`config.mk`:
```
export PLATFORM = sky130hd
export DESIGN_NAME = rm_cell
export DESIGN_NICKNAME = d
export VERILOG_FILES = /design/src/hdl/rm_pkg.sv /design/src/hdl/rm_cell.sv
export SDC_FILE = /design/constraint.sdc
export NUM_CORES = 1
export LEC_CHECK = 0
export BUFFER_PORTS_ARGS = -buffer_cell sky130_fd_sc_hd__clkbuf_2
export CAP_MARGIN = 5
export CORE_UTILIZATION = 41
export DETAILED_ROUTE_END_ITERATION = 8
export PLACE_DENSITY = 0.88
export SYNTH_ARGS = -nofsm -noshare
export SYNTH_HDL_FRONTEND = slang
export SYNTH_SLANG_ARGS = --single-unit
```
`constraint.sdc`:
```
create_clock -name clk -period 3.08 [get_ports clk]
set_input_delay 0.154 -clock clk [delete_from_list [all_inputs] [get_ports clk]]
set_output_delay 0.154 -clock clk [all_outputs]
set_load 0.01 [all_outputs]
```
`src/hdl/rm_pkg.sv`:
```
// Shared constants and types for the running median block.
`default_nettype none
package rm_pkg;

  localparam int CAPACITY     = 64;
  localparam int SAMPLE_WIDTH = 16;
  localparam int MED_W        = SAMPLE_WIDTH + 1;
  localparam int COUNT_OUT_W  = 7;
  localparam int CNT_W        = $clog2(CAPACITY + 1);
  localparam int ADDR_W       = $clog2(CAPACITY);
  localparam int GROUP_SIZE   = 8;
  localparam int NGROUP       = (CAPACITY + GROUP_SIZE - 1) / GROUP_SIZE;

  typedef logic signed [SAMPLE_WIDTH-1:0] sample_t;

  // broadcast to every cell for one insertion
  typedef struct packed {
    logic    ins;
    logic    clr;
    sample_t x;
  } cell_ctrl_t;

  // what a cell hands to its upper neighbor
  typedef struct packed {
    logic    valid;
    logic    gt;
    sample_t value;
  } link_t;

endpackage
`default_nettype wire

```
`src/hdl/rm_cell.sv`:
```
// One slot of the sorted chain: compare with the new sample and shift up.
`default_nettype none
module rm_cell import rm_pkg::*; (
  input  wire logic              clk,
  input  wire logic              rst_n,
  input  wire cell_ctrl_t        ctrl,
  input  wire logic [ADDR_W-1:0] idx,
  input  wire logic [ADDR_W-1:0] lo_idx,
  input  wire logic [ADDR_W-1:0] hi_idx,
  input  wire link_t             prev,
  output link_t                  link_o,
  output sample_t                lo_val,
  output sample_t                hi_val
);

  logic    valid_r, valid_nxt;
  sample_t val_r, val_nxt;
  logic    valid_eff, gt;

  assign valid_eff = valid_r & ~ctrl.clr;
  assign gt        = valid_eff && (val_r > ctrl.x);
  assign link_o    = '{valid: valid_eff, gt: gt, value: val_r};

  always_comb begin
    // lower neighbor larger than x: shift its value up
    if (prev.gt) begin
      val_nxt = prev.value;
    end else if (gt || !valid_eff) begin
      val_nxt = ctrl.x;
    end else begin
      val_nxt = val_r;
    end
    valid_nxt = valid_eff | prev.valid;
  end

  always_ff @(posedge clk) begin
    if (!rst_n) begin
      valid_r <= 1'b0;
    end else if (ctrl.ins) begin
      valid_r <= valid_nxt;
    end
  end

  always_ff @(posedge clk) begin
    if (ctrl.ins) begin
      val_r <= val_nxt;
    end
  end

  assign lo_val = (idx == lo_idx) ? val_r : '0;
  assign hi_val = (idx == hi_idx) ? val_r : '0;

endmodule
`default_nettype wire

```
==> flow_metrics.env <==
export IMPL_finalCriticalPeriod_ps=2564
export IMPL_stdcell_area_um2=2118
export IMPL_syn_nets=245
export IMPL_hold_viol_final=0
export IMPL_critPathKind="reg2reg"
export IMPL_dr_pass1_iters=4
export IMPL_dp_hpwl_um=3300
export IMPL_root_buffer="clkbuf_8"
export IMPL_reg2reg_from="val_r[15]"
export IMPL_peakVddDrop_mv=0.3196
export IMPL_synth_ff_type="edfxtp_1"
export IMPL_finalCritPeriodShare_pct=83.26
export IMPL_cp_required_ps=3040
export IMPL_cts_hold_buffers_added=0
export IMPL_globalRouteOverflowTotal=0
export IMPL_cts_path_max_buffers=2
export IMPL_synth_seq_cells=17
export IMPL_hp_class="in2reg"
export IMPL_r2r_setup_slack_ps=520
export IMPL_area_growth_pct=40.27
export IMPL_relSlewSlack_pct=44.38
export IMPL_synth_edf_count=16
export IMPL_tritoncts="built"
export IMPL_port_buffers=105
export IMPL_leakage_nw=1.129
export IMPL_async_flop_share_pct=0
export IMPL_start_util_pct=43.87
export IMPL_syn_avg_cell_area_um2=8.729
export IMPL_drt_iter0_drc=36
export IMPL_placed_area_um2=2073
export IMPL_crit_chain="ha_1 -> nand4_2 -> nor4_2 -> o21ai_1 -> a21bo_1 -> a31oi_2 -> buf_4"
export IMPL_post_cts_resized=0
export IMPL_yosys_warnings=0
export IMPL_crit_path_start_kind="flip-flop"
export IMPL_antenna_left=0
export IMPL_antenna_found_initial=0
export IMPL_clock_latency_ps=250
export IMPL_grt_max_degree=34
export IMPL_syn_cell_area_um2=1510
export IMPL_h_tree_depth=1
export IMPL_cpPeakStageDelay_ps=420
export IMPL_wirelength_um=3992
export IMPL_rr_endpoint="val_r[9]"
export IMPL_drt_wirelength_per_cell_um=12.40
export IMPL_cap_viol_max_count=0
export IMPL_rr_worst_depth=7
export IMPL_grt_setup_unrepaired="false"
export IMPL_ys_types=35
export IMPL_clock_fmax_mhz=390.0
export IMPL_core_um2=3442
export IMPL_die_area_um2=3930
export IMPL_hold_start="rst_n"
export IMPL_die_w_um=62.69
export IMPL_fin_skew_ps=2.241
export IMPL_status="completed"
export IMPL_worst_ep_arrival_time_ps=2520
export IMPL_fill_cells=306
export IMPL_cts_num_sinks=17
export IMPL_synthCells=173
export IMPL_worstMarginPinSlew_ps=829.7
export IMPL_worst_hold_slack_ps=124.1
export IMPL_grt_first_pass_wirelength_um=6334
export IMPL_worst_hold_path_endpoint="valid_r"
export IMPL_clkTransAtPathRegs_ps=70
export IMPL_grt_pass1_vias=1455
export IMPL_place_congestion=0.7479
export IMPL_die_height_um=62.69
export IMPL_end_kind="flip-flop"
export IMPL_critPathMaxFanout=11
export IMPL_diodes=0
export IMPL_setup_violations=0
export IMPL_holdPathStages=2
export IMPL_drc_errors=0
export IMPL_std_cell_rows=21
export IMPL_viasPerCell=4.863
export IMPL_track_usage_pct=20.33
export IMPL_fin_tns_setup_ps=0
export IMPL_drive_gt1_share_pct=42.03
export IMPL_synth_seq_area_share_pct=33.14
export IMPL_slew_violations=0
export IMPL_fin_nets=349
export IMPL_postCtsSetupBuffers=0
export IMPL_ios=106
export IMPL_power_density_nw_per_um2=305.1
export IMPL_numCtsBuffers=3
export IMPL_critPathSlowestCell="edfxtp_1"
export IMPL_num_vias=1566
## registers in the layout (all words and copies together), names as in the netlist
name and flops:
val_r 16, valid_r 1
## cells by family (layout without fill, tap and decap cells)
group,count (synthesis),in the layout,share of synthesized area [%]
and+or+nand+nor,70,70,26.93
AOI/OAI and AO/OA,32,32,12.26
buffers and inverters,25,128,6.710
DFF,17,17,33.14
adders and majority gates,16,16,13.26
xor gates and xnor gates,12,12,6.959
muxes,1,1,0.7456
## worst max-delay path, delay by kind of cell, from the launching register on
kind                     cells  cell delay, ps
buffers and inverters        1             280
AO/OA/AOI/OAI                3             720
AND/OR/NAND/NOR              2             500
flip-flops                   1             420
adder cells (fa/ha/maj)      1             350
## cells in the mapped netlist (3+ instances only)
cell | number | share of area (%)
and2_1 | 30 | 12
nand2_1 | 23 | 5.7
o21ai_1 | 17 | 5.6
edfxtp_1 | 16 | 32
ha_1 | 16 | 13
inv_1 | 16 | 4.0
xnor2_1 | 8 | 4.6
a21oi_1 | 5 | 1.7
clkbuf_1 | 5 | 1.2
xor2_1 | 4 | 2.3
a21o_1 | 3 | 1.5
nor2_1 | 3 | 0.75
## cell type report
cell class                      count  area [um^2]  area share [%]
Multi-Input combinational cell    131        914.6           43.18
Timing Repair Buffer              106        533.0           25.16
Sequential cell                    17        500.5           23.63
Inverter                           18        67.56           3.190
Tap cell                           46        57.56           2.717
Clock buffer                        4        45.04           2.126
## metrics by stage
| step | std cells | utilization, % | total power [mW] | setup slack (ps) |
|---|---|---|---|---|
| after floorplan | 173 | - | 0.3991 | 223.2 |
| after global placement | 318 | 60.23 | 0.4751 | 661.6 |
| after detailed placement | 318 | 60.23 | 0.4820 | 516.9 |
| after CTS | 322 | 61.54 | 0.6511 | 507.8 |
| after global routing | 322 | 61.54 | 0.6816 | 355.4 |
| final | 322 | 61.54 | 0.6463 | 515.7 |
## placed cells by master (no fill, tap or decap), types with 2 or more instances in the layout
cell type  count
nor2_1         3
xor2_1         4
a21o_1         3
edfxtp_1      16
xnor2_1        8
clkbuf_2     105
o21ai_1       17
nor3_2         2
nand4_1        2
nand2_1       23
ha_1          16
inv_1         16
nor4_1         2
a21oi_1        5
and2_1        30
clkbuf_8       3
## power by group
group          total [mW]  internal [mW]  switching [mW]
clock network       0.169         0.0918          0.0772
logic               0.190         0.0876           0.102
registers           0.287          0.274          0.0133
## layer usage
| metal | global-route usage, % | up-vias | routed length (um) |
|---|---|---|---|
| met1 | 24.35 | 713 | 1697 |
| li1 | - | 794 | - |
| met5 | 0 | - | 0 |
| met3 | 5.474 | 2 | 231 |
| met4 | 3.488 | 0 | 20 |
| met2 | 36.41 | 57 | 2043 |
## worst max path at each step
stage          cells after the start         to      start  slack [ps]
3_3_place_gp                       7  val_r[10]  val_r[15]         660
4_1_cts                            7   val_r[9]  val_r[15]         510
6_report                           7   val_r[9]  val_r[15]         520
5_1_grt                            7   val_r[9]  val_r[15]         360
3_5_place_dp                       7  val_r[14]  val_r[15]         520
2_1_floorplan                      6   val_r[0]  val_r[15]         220
(Power assumes the default switching activity.)
